**config.mk**
```make
export PLATFORM = sky130hd
export DESIGN_NAME = rpr_ram
export DESIGN_NICKNAME = d
export VERILOG_FILES = /design/src/rtl/rpr_ram.sv
export SDC_FILE = /design/constraint.sdc
export NUM_CORES = 2
export LEC_CHECK = 0
export ABC_CLOCK_PERIOD_IN_PS = 2330
export BUFFER_PORTS_ARGS = -buffer_cell sky130_fd_sc_hd__buf_2
export CAP_MARGIN = 15
export CORE_MARGIN = 5
export CORE_UTILIZATION = 43
export CTS_CLUSTER_DIAMETER = 200
export CTS_CLUSTER_SIZE = 30
export DETAILED_ROUTE_END_ITERATION = 16
export SYNTH_ARGS = -nofsm -noshare
export SYNTH_HDL_FRONTEND = slang
export SYNTH_SLANG_ARGS = --single-unit
```
**constraint.sdc**
```tcl
create_clock -name clk_i -period 2.33 [get_ports clk_i]
set_input_delay 0.3495 -clock clk_i [delete_from_list [all_inputs] [get_ports clk_i]]
set_output_delay 0.3495 -clock clk_i [all_outputs]
set_load 0.01 [all_outputs]
```
**src/rtl/rpr_ram.sv**
```systemverilog
// Generic single-write, single-read RAM with registered read data.
module rpr_ram #(
  parameter int unsigned WIDTH = 16,
  parameter int unsigned DEPTH = 256
) (
  input  logic                     clk_i,
  input  logic                     we_i,
  input  logic [$clog2(DEPTH)-1:0] waddr_i,
  input  logic [WIDTH-1:0]         wdata_i,
  input  logic [$clog2(DEPTH)-1:0] raddr_i,
  output logic [WIDTH-1:0]         rdata_o
);

  logic [WIDTH-1:0] mem_q [DEPTH];

  // Write port and registered read port.
  always_ff @(posedge clk_i) begin
    if (we_i) begin
      mem_q[waddr_i] <= wdata_i;
    end
    rdata_o <= mem_q[raddr_i];
  end

endmodule

```
# Word-level counts from Yosys, hierarchy flattened
# Memories as Yosys holds them, arrays and structs flattened. A register that Yosys moved wholly into a read port is not among the register bits.
# Index checks and enable logic that the tools add are counted.
# op_classes
addsub,0
n_mul,0
n_div,0
n_lt_le_gt_ge,0
n_eq_ne,0
shift,0
muxes,2
bitwise,0
n_reduce_logical,0
# ops
op,n
2-to-1 mux 1 bit,2
# word_totals
regBits,0
latch_bits,0
ram_bits,4096
romBits,0
output_inout_bits,16
mem_count,1
# memory_table
memory,words,word_bits,read_ports,rd_clocked_by_memory_dff,wr,line_no,rtl
mem_q,256,16,1,1,1,14,logic [WIDTH-1:0] mem_q [DEPTH];

# Depth between registers and ports, before layout
# depth
ltp_word,2
depth_mapped,12
depth_no_buf,6

# Worst setup path after synthesis
# OpenSTA, ideal clock, no wires.
# synth_path
path_kind,input to register
start,in waddr_i[3]
end,mem mem_q[235][0] (enable)
setup_time_ps,388
arrival_ps,2126
required_time_ps,1942
path_slack_ps,-185
cell_stages,6
path_cell_list,clkbuf_1 -> nor2b_1 -> clkbuf_1 -> nand4_1 -> clkbuf_1 -> nor2_1
# synth_lines
item,line_no,rtl
start: declaration,8,"input logic [$clog2(DEPTH)-1:0] waddr_i,"
end: declaration,14,
# Straight into the memory's write port.

==> impl_metrics.tcl <==
set metrics [dict create \
    synth.top_cell.area_share_pct 77.5 \
    io_buffers 49 \
    routed_wl_um 433000 \
    grt_usage_pct 22.4 \
    dieArea_um2 381000 \
    drv_cap 0 \
    final_common_cell "edfxtp_1" \
    gr-total-overflow 0 \
    final_cell_mix "4096 x edfxtp_1, 797 x mux4_2, 778 x buf_4" \
    clockRootBuffer "clkbuf_16" \
    die_y_um 618 \
    htreeDepth 4 \
    grt_pass1_wl_um 612000 \
    layout_setup_ws_ns -0.171 \
    outcome "finished, violations left" \
    yosysTopAreaCell "edfxtp_1" \
    antenna_found_initial 23 \
    place_congestion 0.880 \
    async_reset_ff_share_pct 0 \
    insertion_delay_ns 0.93 \
    power.leakage_nw 57.4 \
    nets 8330 \
    irDropWorstVdd_v 0.000805 \
    relSlewSlack_pct 20.3 \
    critPathLaunchType "flop" \
    cts.sinks 4112 \
    pwr_density_cell_nw_per_um2 691 \
    hold_path.class "input pin to flop" \
    slew_viol_final 0 \
    setup_tns_ns -0.704 \
    antenna_left 0 \
    finClkSkew_ns 0.0469 \
    start_util_pct 43.1 \
    drc 0 \
    viasPerCell 6.05 \
    fillers 29322 \
    avgSynthCellArea_um2 21.6 \
    required_ns 3.13 \
    period_minus_slack_ns 2.50 \
    wire_per_inst_um 32.8 \
    ys_seq_area_share_pct 77.7 \
    path_clk_slew_ns 0.12 \
    grt_pass1_vias 79241 \
    area_delta_synth_final_pct 14.5 \
    rsz0062_at_grt "true" \
    dp_hpwl_um 279000 \
    synthCells 7360 \
    pin_count 50 \
    die_w_um 618 \
    final_hold_viol_count 0 \
    cts_tree "yes" \
    violations "negative setup slack" \
    synth_nets 7394 \
    ys_ff_latch 4112 \
    drive_above_1_share_pct 29.4 \
    worstMarginPinSlew_ns 1.19 \
    min_period_over_period_pct 107 \
    grt_max_degree 105 \
    max_freq_ghz 0.400 \
    fin_util_pct 49.3 \
    synthTopCellsByArea "edfxtp_1 77%, mux4_2 11%, mux2i_1 3.6%, o221ai_1 1.4%, nor2_1 0.72%" \
    coreArea_um2 368000 \
    crit_type "flop to flop" \
    drt-pass1-iter-count 8 \
    vias 79800 \
    post-route-cell-area_um2 182000 \
    drt-initial-drc-count 10247 \
    ys_warn_count 0 \
    crit_arrival_ns 3.30 \
    numCtsBuffers 159 \
    syn_area_um2 159000 \
    path_max_fanout 1 \
    place_area_um2 176000 \
    clock_path_buffers 4 \
    synth.distinct_cells 52 \
    worst_setup_path_end_kind "flop" \
    setup_viol 10 \
    ys.flop_type "edfxtp_1" \
    num_rows 223 \
    synth_edf_count 4096 \
]
==> critical path, stage by stage (launching register included) <==
cell and delay (ns):
edfxtp_1 0.39, mux4_2 0.50, mux4_2 0.56, a22o_4 0.34, o32ai_4 0.39, buf_6 0.16
nor4_4 0.04
==> area by class of cell <==
| class | count | area [um^2] | area share (%) |
|---|---|---|---|
| Sequential cell | 4112 | 123000 | 67.9 |
| Multi-Input combinational cell | 2792 | 33700 | 18.5 |
| Timing Repair Buffer | 1227 | 14200 | 7.80 |
| Tap cell | 4837 | 6050 | 3.33 |
| Clock buffer | 199 | 4280 | 2.35 |
| Clock inverter | 6 | 92.6 | 0.0510 |
| Antenna cell | 12 | 30.0 | 0.0165 |
| Inverter | 4 | 27.5 | 0.0152 |
==> flip-flops by register name, summed over array words and instances (netlist names) <==
register and cells:
rdata_o 16, mem_q 4096
==> kinds of logic after synthesis <==
logic type / Yosys count / share of synthesized area (%)
flops: 4112 / 77.7
mux: 1450 / 15.5
compound gates: 786 / 3.54
simple gates: 556 / 1.57
buf+inv: 456 / 1.69
==> synthesized netlist by cell type (9+ instances only) <==
cell type	instances
edfxtp_1	4096
mux4_2	797
mux2i_1	565
nor2_1	304
o221ai_1	252
clkbuf_1	230
a21oi_1	175
o22ai_1	148
nor3_1	92
mux2_2	88
buf_6	77
buf_2	76
a22oi_1	43
nand2_1	38
o21ai_0	37
nand3_1	35
a22o_1	32
a221oi_1	28
buf_1	27
buf_4	26
nand4_1	26
o32ai_1	20
a211oi_1	18
nor4_1	17
dfxtp_1	16
o31ai_1	16
and3_1	11
buf_8	11
nor2b_1	9
==> per-stage QoR <==
stage	hold WS [ns]	cells	total power, mW	setup slack, ns
after floorplan	0.448	7360	87.2	-0.185
after global placement	0.710	12939	92.0	-1.46
after detailed placement	0.710	12940	92.2	-1.53
after CTS	0.132	13171	126	-0.262
after global routing	0.172	13182	129	-0.205
final	0.211	13189	126	-0.171
==> final timing paths <==
path / startpoint / slack (ns) / endpoint / depth (start not counted)
worst min register to register: mem_q[235][0] / 1.09 / rdata_o[0] / 6
worst min-delay path: waddr_i[1] / 0.21 / mem_q[147][15] / 4
worst max register to register: mem_q[30][7] / -0.17 / rdata_o[7] / 6
worst max-delay path: mem_q[30][7] / -0.17 / rdata_o[7] / 6
==> layer usage <==
layer  up-vias  track usage (%)  share of wire (%)
li1      32843                -                  -
met1     43152             32.2                 41
met2      3306             36.5                 48
met3       497             2.95                7.7
met4         2             5.62                3.1
met5         -                0             0.0030
==> power breakdown <==
group	internal [mW]	switching [mW]	leakage, nW
Combinational	3.68	5.53	18.3
Sequential	81.4	0.187	36.9
Clock	13.2	21.5	2.13
==> timing repair <==
action                                  4_1_cts  5_1_grt
hold buffers                                 16        0
endpoints found under the setup margin       16       16
endpoints found under the hold margin       645        0
cloned                                        4        1
gates resized for setup                     128       30
pin swaps                                    25       18
buffers inserted                              9        7
No activity file was read; power rests on OpenSTA's default activity.
