**src/rtl/rpr_pkg.sv**
```systemverilog
// Shared types and constants of the rational polyphase resampler.
package rpr_pkg;

  // Fixed field widths.
  localparam int unsigned SAMPLE_W  = 16;
  localparam int unsigned COEF_W    = 18;
  localparam int unsigned FACTOR_W  = 7;
  localparam int unsigned TAPS_W    = 12;
  localparam int unsigned DELAY_W   = 10;
  localparam int unsigned CFG_W     = 12;
  localparam int unsigned SEEN_W    = 24;
  localparam int unsigned CNT_W     = 32;
  localparam int unsigned ACC_W     = 48;
  localparam int unsigned PROD_W    = 40;
  localparam int unsigned MUL_A_W   = 34;
  localparam int unsigned MUL_B_W   = 19;
  localparam int unsigned MUL_P_W   = MUL_A_W + MUL_B_W;
  localparam int unsigned DIV_W     = 40;
  localparam int unsigned DIV_CNT_W = $clog2(DIV_W + 1);
  localparam int unsigned IN_DATA_W = 48;

  localparam logic [SEEN_W-1:0] SEEN_MAX = {SEEN_W{1'b1}};

  // Command carried with each input transaction.
  typedef enum logic [1:0] {
    ACT_LOAD    = 2'd0,
    ACT_PUSH    = 2'd1,
    ACT_FLUSH   = 2'd2,
    ACT_RESTART = 2'd3
  } act_e;

  // Configuration register indexes.
  typedef enum logic [1:0] {
    REG_UP    = 2'd0,
    REG_DOWN  = 2'd1,
    REG_TAPS  = 2'd2,
    REG_DELAY = 2'd3
  } cfg_reg_e;

  // Sequencer states.
  typedef enum logic [4:0] {
    ST_IDLE,
    ST_TGT_MUL,
    ST_TGT_GO,
    ST_TGT_WAIT,
    ST_TGT_CHK,
    ST_LIM_MUL,
    ST_LIM_SAVE,
    ST_LOOP_MUL,
    ST_LOOP_CHK,
    ST_KMAX_GO,
    ST_KMAX_WAIT,
    ST_TAP_CHK,
    ST_TAP_MUL,
    ST_TAP_ACC,
    ST_RESULT,
    ST_POST,
    ST_CAP_GO,
    ST_CAP_WAIT,
    ST_END
  } state_e;

  // Divider request and response.
  typedef struct packed {
    logic                start;
    logic [DIV_W-1:0]    dividend;
    logic [FACTOR_W-1:0] divisor;
  } div_req_t;

  typedef struct packed {
    logic                done;
    logic [DIV_W-1:0]    quotient;
    logic [FACTOR_W-1:0] remainder;
  } div_rsp_t;

endpackage

```
**src/rtl/rpr_divider.sv**
```systemverilog
// Iterative restoring divider, one quotient bit per cycle.
module rpr_divider (
  input  logic              clk_i,
  input  logic              rst_ni,
  input  rpr_pkg::div_req_t req_i,
  output rpr_pkg::div_rsp_t rsp_o
);

  logic                                busy_q;
  logic                                done_q;
  logic [rpr_pkg::DIV_CNT_W-1:0]       cnt_q;
  logic [rpr_pkg::DIV_W-1:0]           quo_q;
  logic [rpr_pkg::FACTOR_W-1:0]        rem_q;
  logic [rpr_pkg::FACTOR_W-1:0]        divisor_q;
  logic [rpr_pkg::FACTOR_W:0]          shifted;
  logic                                ge;

  // Shift in the next dividend bit and trial-subtract.
  always_comb begin
    shifted = {rem_q, quo_q[rpr_pkg::DIV_W-1]};
    ge      = (shifted >= {1'b0, divisor_q});
  end

  // Control state.
  always_ff @(posedge clk_i or negedge rst_ni) begin
    if (!rst_ni) begin
      busy_q <= 1'b0;
      done_q <= 1'b0;
      cnt_q  <= '0;
    end else begin
      done_q <= 1'b0;
      if (req_i.start) begin
        busy_q <= 1'b1;
        cnt_q  <= rpr_pkg::DIV_CNT_W'(rpr_pkg::DIV_W);
      end else if (busy_q) begin
        cnt_q <= cnt_q - 1'b1;
        if (cnt_q == rpr_pkg::DIV_CNT_W'(1)) begin
          busy_q <= 1'b0;
          done_q <= 1'b1;
        end
      end
    end
  end

  // Quotient and remainder registers.
  always_ff @(posedge clk_i) begin
    if (req_i.start) begin
      quo_q     <= req_i.dividend;
      rem_q     <= '0;
      divisor_q <= req_i.divisor;
    end else if (busy_q) begin
      quo_q <= {quo_q[rpr_pkg::DIV_W-2:0], ge};
      rem_q <= ge ? rpr_pkg::FACTOR_W'(shifted - {1'b0, divisor_q})
                  : shifted[rpr_pkg::FACTOR_W-1:0];
    end
  end

  assign rsp_o.done      = done_q;
  assign rsp_o.quotient  = quo_q;
  assign rsp_o.remainder = rem_q;

endmodule

```
**config.mk**
```make
export PLATFORM = sky130hd
export DESIGN_NAME = rpr_divider
export DESIGN_NICKNAME = d
export VERILOG_FILES = /design/src/rtl/rpr_pkg.sv /design/src/rtl/rpr_divider.sv
export SDC_FILE = /design/constraint.sdc
export NUM_CORES = 1
export LEC_CHECK = 0
export BUFFER_PORTS_ARGS = -buffer_cell sky130_fd_sc_hd__buf_2
export CAP_MARGIN = 0
export CORE_MARGIN = 2
export CORE_UTILIZATION = 55
export DETAILED_ROUTE_END_ITERATION = 7
export PLACE_DENSITY = 0.85
export REMOVE_ABC_BUFFERS = 1
export SETUP_SLACK_MARGIN = 0.15
export SKIP_CTS_REPAIR_TIMING = 1
export SKIP_LAST_GASP = 1
export SYNTH_ARGS = -nofsm -noshare
export SYNTH_HDL_FRONTEND = slang
export SYNTH_SLANG_ARGS = --single-unit
```
**constraint.sdc**
```tcl
create_clock -name clk_i -period 3.5 [get_ports clk_i]
set_input_delay 1.05 -clock clk_i [delete_from_list [all_inputs] [get_ports clk_i]]
set_output_delay 1.05 -clock clk_i [all_outputs]
set_load 0.02 [all_outputs]
```
### Word level (Yosys, flattened, before mapping)

Index checks and enable logic that the tools add are counted.

* add/sub/neg operators: 2
* order comparisons: 1
* reduce and logical (&&, ||, !) cells: 1
* muxes and demuxes: 11
* equality and inequality tests: 1

Operators with widths (number)
* 40-bit 2-to-1 mux: 2
* 6-bit 2-to-1 mux: 2
* 8-bit by 7-bit >= comparator with 1-bit output: 1
* 7-bit 2-to-1 mux: 1
* 7-bit subtractor: 1
* 6-bit by 1-bit == test with 1-bit output, second input constant: 1
* 1-bit 2-to-1 mux: 6
* 6-bit by 1-bit subtractor with 6-bit output, second input constant: 1
* 2-bit nonzero test: 1

* word-level logic and storage cells: 22
* output and inout bits: 48
* bits of input ports: 50
* register bits after elaboration: 62

### Logic depth before layout (Yosys ltp)

Gate-level depths: netlist (run 1).

* depth in word-level cells: 4
* depth in mapped cells: 9
* gate-level depth less buffers: 7

### Worst setup path after synthesis (run 1)

OpenSTA, ideal clock, no wires.

* kind: input -> register
* start point: input port req_i[47] (netlist bit)
* end point: register quo_q[0] (netlist bit), enable pin
* path buffers: 3
* library setup time: 0.394 ns
* data required time: 3.106 ns
* cell stages on the path: 5
* path slack: 0.385 ns
* arrival time: 2.721 ns
* path through: clkbuf_1 -> clkbuf_1 -> buf_1 -> nor2_1 -> inv_1

* longest elaborated chain between the ends: 1

RTL lines
* start: declaration: RTL line rpr_divider.sv:5 `input rpr_pkg::div_req_t req_i,`
* 2-bit nonzero test (no line)
* end signal: assignment: RTL line rpr_divider.sv:48 `quo_q <= req_i.dividend;`
* end signal: assignment: RTL line rpr_divider.sv:52 `quo_q <= {quo_q[rpr_pkg::DIV_W-2:0], ge};`
* end: declaration: RTL line rpr_divider.sv:12 `logic [rpr_pkg::DIV_W-1:0] quo_q;`

Every way passes these cells.
A chain may end at the register's enable or synchronous reset.

### Worst setup path in the final report (run 1)

* start point: register quo_q[39] (netlist bit)
* end point: register rem_q[0] (netlist bit)

* longest elaborated chain between the ends: 2
* elaborated cells between the ends (all ways): 3
* those cells by class: add/sub (1); order compare (1); mux (1)

RTL lines
* 7-bit subtractor / 8-bit by 7-bit >= comparator with 1-bit output (equally long branches): RTL line rpr_divider.sv:53, rpr_divider.sv:21
* 7-bit 2-to-1 mux (*): RTL line rpr_divider.sv:53 `rem_q <= ge ? rpr_pkg::FACTOR_W'(shifted - {1'b0, divisor_q})`
* end signal: assignment: RTL line rpr_divider.sv:53
* end: declaration: RTL line rpr_divider.sv:13 `logic [rpr_pkg::FACTOR_W-1:0] rem_q;`

Every way passes the cells marked *; elsewhere a longest branch is shown, timed or not.

==> results of run 1 <==
[worst min-delay path by stage]
stage                        start  endpoint  slack, ns  depth (start not counted)
final                       rst_ni    done_q       0.55                          1
after global routing        rst_ni    done_q       0.55                          1
after CTS                   rst_ni    done_q       0.54                          1
after detailed placement  cnt_q[4]  cnt_q[4]       0.54                          2
after global placement    cnt_q[4]  cnt_q[4]       0.53                          2
after floorplan           cnt_q[4]  cnt_q[4]       0.51                          2
[metrics by stage]
| stage | area, µm² | cells | utilization, % | setup WS (ns) | hold WS (ns) |
|---|---|---|---|---|---|
| floorplan | 3020 | 220 | - | 1.20 | 0.511 |
| global placement | 3620 | 392 | 66.2 | 1.23 | 0.528 |
| detailed placement | 3620 | 392 | 66.2 | 1.20 | 0.544 |
| CTS | 3830 | 408 | 69.9 | 1.19 | 0.541 |
| global route | 3830 | 408 | 69.9 | 1.05 | 0.546 |
| finish | 3830 | 408 | 69.9 | 1.17 | 0.549 |
[layout by cell type, fill, tap and decap left out, drive strengths merged, types with 2 or more instances in the layout]
master     n
o31ai      2
inv       14
or3b       3
a41oi      4
o21bai     3
clkbuf    15
dfxtp      7
a311oi     3
nand3      2
xnor2      5
nand2b     7
xor2       2
a211oi     3
ha         9
a21oi      2
mux2      39
a21o       3
dfrtp      8
nor3b      5
a31oi      2
edfxtp    47
a2111oi    2
buf      100
o21ai      3
nand4      2
nor2      18
and3       2
nand2     10
[registers in the layout, indices dropped and copies added, names as in the netlist]
name,cells
quo_q,40
divisor_q,7
rem_q,7
cnt_q,6
busy_q,1
done_q,1
[metal layers]
metal	vias to the layer above	GRT usage, %	wire [µm]
met4	0	8.62	62
met3	9	7.84	596
li1	1060	-	-
met2	99	34.0	3020
met5	-	0	0
met1	1045	29.3	2750
[layout make-up]
class                      count  area, µm²
fill                         440       1650
multi-input combinational    144       1220
clock inverter                 1       30.0
tap                           72       90.1
sequential                    62       1750
clock buffer                  15        176
inverter                      14       52.6
timing repair buffer         100        508
[power by group through the flow]
stage | Combinational (mW) | Clock [mW] | Sequential (mW)
2_1_floorplan | 0.349 | 0 | 1.09
3_3_place_gp | 0.632 | 0 | 0.994
3_5_place_dp | 0.648 | 0 | 0.995
4_1_cts | 0.653 | 0.655 | 0.983
5_1_grt | 0.723 | 0.686 | 0.997
6_report | 0.655 | 0.645 | 0.983
[cell families (layout without fill, tap and decap cells)]
family                     Yosys count  in the layout  synth area share (%)
muxes                               40             40                  14.5
buffers and inverters               28            130                  4.08
xor gates and xnor gates             7              7                  1.98
and+or+nand+nor                     56             56                  9.90
DFF                                 62             62                  56.6
adders and majority gates           10             10                  4.28
AOI/OAI and AO/OA                   31             31                  8.69
==> metrics.md, run 1 <==
| Metric | Value |
|---|---|
| Fin nets | `391` |
| Initial antenna violation count | `0` |
| Sw frac | `31.0%` |
| Number of register bits inferred by synthesis | `62` |
| Crit path max-delay family | `compound AO/OA/AOI/OAI gates` |
| Top Ports | `98` |
| CP max stage delay | `0.39 ns` |
| Pin count of the biggest net entering global routing | `41` |
| Async set or reset register ratio after synthesis | `12.9%` |
| Most frequent cells after synthesis | `47 x edfxtp_1, 39 x mux2_2, 18 x nor2_1` |
| CTS tree | `yes` |
| CP Buf/Inv Count | `1` |
| Clk buf depth | `2` |
| Dominant synthesized flop cell | `edfxtp_1` |
| Top-count cell post-synth | `edfxtp_1` |
| Number of enable flip-flop cells after synthesis | `47` |
| Status | `finished clean` |
| Worst R2R Start | `quo_q[39]` |
| Final Hold Fails | `0` |
| Crit. End Element | `register` |
| Die width | `79.0 µm` |
| Area leader, netlist | `edfxtp_1` |
| Reg2Reg Setup Slack | `1.17 ns` |
| I/O Buffers | `97` |
| Worst setup SP type | `register` |
| Hpwl dp | `4540 µm` |
| Yosys warnings | `0` |
| Final Max Tran Viols | `0` |
| Top cell type's share of synthesized area | `45.6%` |
| Gate Count Post-Synth | `234` |
| CP Class | `register to register` |
| Gr ovfl total | `0` |
| Overall power | `2.28 mW` |
| Worst slew pin tran | `0.757 ns` |
| Synth unique cells | `48` |
| Final ANT Viol Nets | `0` |
| Number of global-route vias before repair | `2219` |
| Wirelength, routed | `6430 µm` |
| GRT Overall Usage | `22.3%` |
| Main area contributors after synthesis | `edfxtp_1 46%, mux2_2 14%, dfrtp_1 6.5%, dfxtp_1 4.5%, ha_1 3.6%` |
| Int Pwr | `1.57 mW` |
| Post-Syn Area | `3100 µm²` |
| Worst Path Max Fanout | `9` |
| WP data required | `3.74 ns` |
| Sequential share of the synthesized area | `56.6%` |
| Leakage | `1.67 nW` |
| Clk Latency, worst-skew pair | `0.33 ns` |
| Root Driver | `clkbuf_8` |
| Avg Cell Area, Syn | `13.2 µm²` |
| Synth-to-layout area growth | `23.6%` |
| Reg2reg end | `rem_q[0]` |
| Row count | `27` |
| Worst path slowest cell | `fa_1` |
| RSZ-0062 raised after global routing | `false` |
| Initial cell density of the core | `56.6%` |
| Sw Pwr | `0.709 mW` |
| Via count | `2213` |
| Wire length per cell | `15.8 µm` |
| CTS sink count | `62` |
| Critical Path Sink | `rem_q[0]` |
| Post-Route Skew | `0.00786 ns` |
| 1st-iter DRT viols | `195` |
| CTS clk-pin slew, worst paths | `0.07 ns` |
| Die Span Y | `79.0 µm` |
| Vias/cell | `5.42` |
| Tcrit/Tclk final | `66.4%` |
| Clock network power share | `28.3%` |
| Gate power share | `28.7%` |
| WP depth | `7` |
| Maximum vdd drop | `0.000353 V` |
| Sequential power share | `43.1%` |
| DRT Pass-1 Iters | `4` |
| CTS Buf Count | `9` |
| First-pass GRT wire length | `10500 µm` |
| Max cap viols | `0` |
| Pwr per Cell Area | `597 nW/µm²` |
| DRC | `0` |
| RePlAce Congestion | `0.824` |
| Achievable Freq | `430 MHz` |
| Die area | `6250 µm²` |
| Setup TNS | `0 ns` |
| Crit path DAT | `2.56 ns` |
| CP startpoint | `quo_q[39]` |
| Final Critical Period | `2.33 ns` |
| Core area | `5470 µm²` |
| R2R depth | `7` |
| Worst rel slew slack | `49.5%` |
| H-tree lvl count | `3` |
| Hold Path Class | `input pin to async pin` |
| Fraction of layout cells with a size suffix above 1 | `48.2%` |
| Setup violators final | `0` |
| CP Cell Sequence | `inv_1 > ha_1 > fa_1 > nand2b_1 > a211o_1 > and3_1 > a311oi_2` |
| Ant diodes | `0` |
Note: power is estimated with default switching activity, not from simulation.
==> run 2, diff against run 1 <==
--- a/config.mk
+++ b/config.mk
@@ -8,9 +8,9 @@
 export BUFFER_PORTS_ARGS = -buffer_cell sky130_fd_sc_hd__buf_2
 export CAP_MARGIN = 0
 export CORE_MARGIN = 2
-export CORE_UTILIZATION = 55
+export CORE_UTILIZATION = 46
 export DETAILED_ROUTE_END_ITERATION = 7
-export PLACE_DENSITY = 0.85
+export PLACE_DENSITY = 0.76
 export REMOVE_ABC_BUFFERS = 1
 export SETUP_SLACK_MARGIN = 0.15
 export SKIP_CTS_REPAIR_TIMING = 1
==> constraint.sdc (replaced) <==
create_clock -name clk_i -period 1.9 [get_ports clk_i]
set_input_delay 0.57 -clock clk_i [delete_from_list [all_inputs] [get_ports clk_i]]
set_output_delay 0.57 -clock clk_i [all_outputs]
set_load 0.02 [all_outputs]
==> metrics.md, run 2 (synthesis results as in run 1) <==
| Metric | Value |
|---|---|
| 1st-iter DRT viols | `137` |
| Cell Area, Placed | `3810 µm²` |
| Die Span Y | `86.1 µm` |
| Wirelength, routed | `6800 µm` |
| Clk Latency, worst-skew pair | `0.34 ns` |
| R2R depth | `7` |
| Worst setup SP type | `register` |
| CP max stage delay | `0.43 ns` |
| Vias/cell | `5.24` |
| Reg2reg end | `rem_q[6]` |
| Die width | `86.1 µm` |
| Hold Path Class | `input pin to async pin` |
| Final Hold Fails | `0` |
| Crit. End Element | `register` |
| CTS Buf Count | `9` |
| Critical Path Sink | `rem_q[6]` |
| Clock network power share | `25.9%` |
| Status | `finished, violations left` |
| Hold slack | `0.0599 ns` |
| Largest Register | `quo_q` |
| Initial cell density of the core | `48.2%` |
| Crit path DAT | `2.27 ns` |
| DRT Pass-1 Iters | `4` |
| Final instance area | `4080 µm²` |
| Setup violators final | `7` |
| Worst rel slew slack | `57.7%` |
| Clk buf depth | `2` |
| Failing checks | `setup timing` |
| CP startpoint | `divisor_q[0]` |
| RSZ-0062 raised after global routing | `true` |
| Worst slew pin tran | `0.625 ns` |
| Achievable Freq | `500 MHz` |
| Tcrit/Tclk final | `105%` |
| Largest registers | `quo_q: 40 flops, divisor_q: 7 flops, rem_q: 7 flops` |
| Commonest non-fill, non-tap cell in the layout | `buf_2` |
| Sw Pwr | `1.40 mW` |
| CP Class | `register to register` |
| Final Max Tran Viols | `0` |
| Die area | `7400 µm²` |
| I/O Buffers | `97` |
| CTS sink count | `62` |
| Gate power share | `32.5%` |
| Gr ovfl total | `0` |
| Worst Path Max Fanout | `8` |
| Highest-count cells in the layout ignoring fill and taps | `97 x buf_2, 47 x edfxtp_1, 39 x mux2_2, 22 x buf_4, 18 x nor2_1` |
| Core area | `6420 µm²` |
| Top Ports | `98` |
| Ant diodes | `0` |
| Final ANT Viol Nets | `0` |
| Worst path slowest cell | `edfxtp_1` |
| Sequential power share | `41.5%` |
| Setup TNS | `-0.474 ns` |
| Fill cells | `506` |
| Via count | `2281` |
| CTS tree | `yes` |
| Fin worst setup slack | `-0.102 ns` |
| GRT Overall Usage | `19.3%` |
| Max FFs per register | `40` |
| Pwr per Cell Area | `1060 nW/µm²` |
| Wire length per cell | `15.6 µm` |
| Synth-to-layout area growth | `31.8%` |
| CP Cell Sequence | `ha_4 > fa_2 > nand2b_4 > a211o_1 > buf_6 > a31o_4 > o21ai_1` |
| Leakage | `1.78 nW` |
| Max cap viols | `0` |
| Worst R2R Start | `divisor_q[0]` |
| Row count | `29` |
| RePlAce Congestion | `0.778` |
| Fin nets | `413` |
| Hpwl dp | `5010 µm` |
| CTS clk-pin slew, worst paths | `0.07 ns` |
| Reg2Reg Setup Slack | `-0.10 ns` |
| Maximum vdd drop | `0.000574 V` |
| Root Driver | `clkbuf_8` |
| Int Pwr | `2.92 mW` |
| Final Critical Period | `2.00 ns` |
| Sw frac | `32.5%` |
| DRC | `0` |
| Post-Route Skew | `0.00766 ns` |
| First-pass GRT wire length | `10900 µm` |
| Number of global-route vias before repair | `2347` |
| WP data required | `2.17 ns` |
| Fraction of layout cells with a size suffix above 1 | `54.2%` |
| Pin count of the biggest net entering global routing | `33` |
| H-tree lvl count | `3` |
| Initial antenna violation count | `1` |
[run 2: cell types whose count changed in the layout (fill, tap and decap cells not counted), sizes merged]
cell / delta
clkinv: +3
clkinvlp: +2
clkbuf: -5
buf: +22
[run 2: power groups by stage]
stage	logic (mW)	registers [mW]	clock network [mW]
finish	1.40	1.79	1.12
global route	1.53	1.82	1.20
CTS	1.34	1.79	1.15
detailed placement	1.33	1.82	0
global placement	1.30	1.81	0
floorplan	0.642	2.00	0
[run 2: worst max-delay path: cells and delay by family (launching register included)]
family / cells / cell delay, ns
AO/OA/AOI/OAI: 3 / 0.67
adder cells (fa/ha/maj): 2 / 0.53
flip-flops: 1 / 0.43
AND/OR/NAND/NOR: 1 / 0.15
buffers and inverters: 1 / 0.15
[run 2: how the worst min path moves through the flow]
stage           start       end  slack (ns)  depth (start not counted)
5_1_grt        rst_ni  cnt_q[0]        0.06                          1
3_3_place_gp   rst_ni    done_q        0.42                          1
4_1_cts        rst_ni  cnt_q[0]        0.05                          1
3_5_place_dp   rst_ni    done_q        0.42                          1
6_report       rst_ni  cnt_q[0]        0.06                          1
2_1_floorplan  rst_ni    busy_q        0.27                          0
[run 2: layout make-up]
cell class | instances | area (µm²) | area share [%]
Multi-Input combinational cell | 144 | 1290 | 31.6
Sequential cell | 62 | 1750 | 42.9
Inverter | 14 | 52.6 | 1.29
Clock inverter | 6 | 62.6 | 1.53
Tap cell | 77 | 96.3 | 2.36
Timing Repair Buffer | 122 | 702 | 17.2
Clock buffer | 10 | 128 | 3.13
[run 2: stage by stage]
stage               std cells  utilization, %  total power [mW]  setup WS [ns]
floorplan                 220               -              2.64         -0.372
global placement          418            59.3              3.11         -0.142
detailed placement        418            59.3              3.15         -0.221
CTS                       434            62.3              4.27         -0.253
global route              435            63.6              4.55         -0.145
finish                    435            63.6              4.32         -0.102
[run 2: routing by layer]
layer / routed length, µm / global-route usage [%] / vias up
met5: 16 / 0 / -
met1: 2860 / 24.9 / 1074
met3: 608 / 7.51 / 14
li1: - / - / 1106
met2: 3180 / 28.4 / 85
met4: 136 / 9.24 / 2
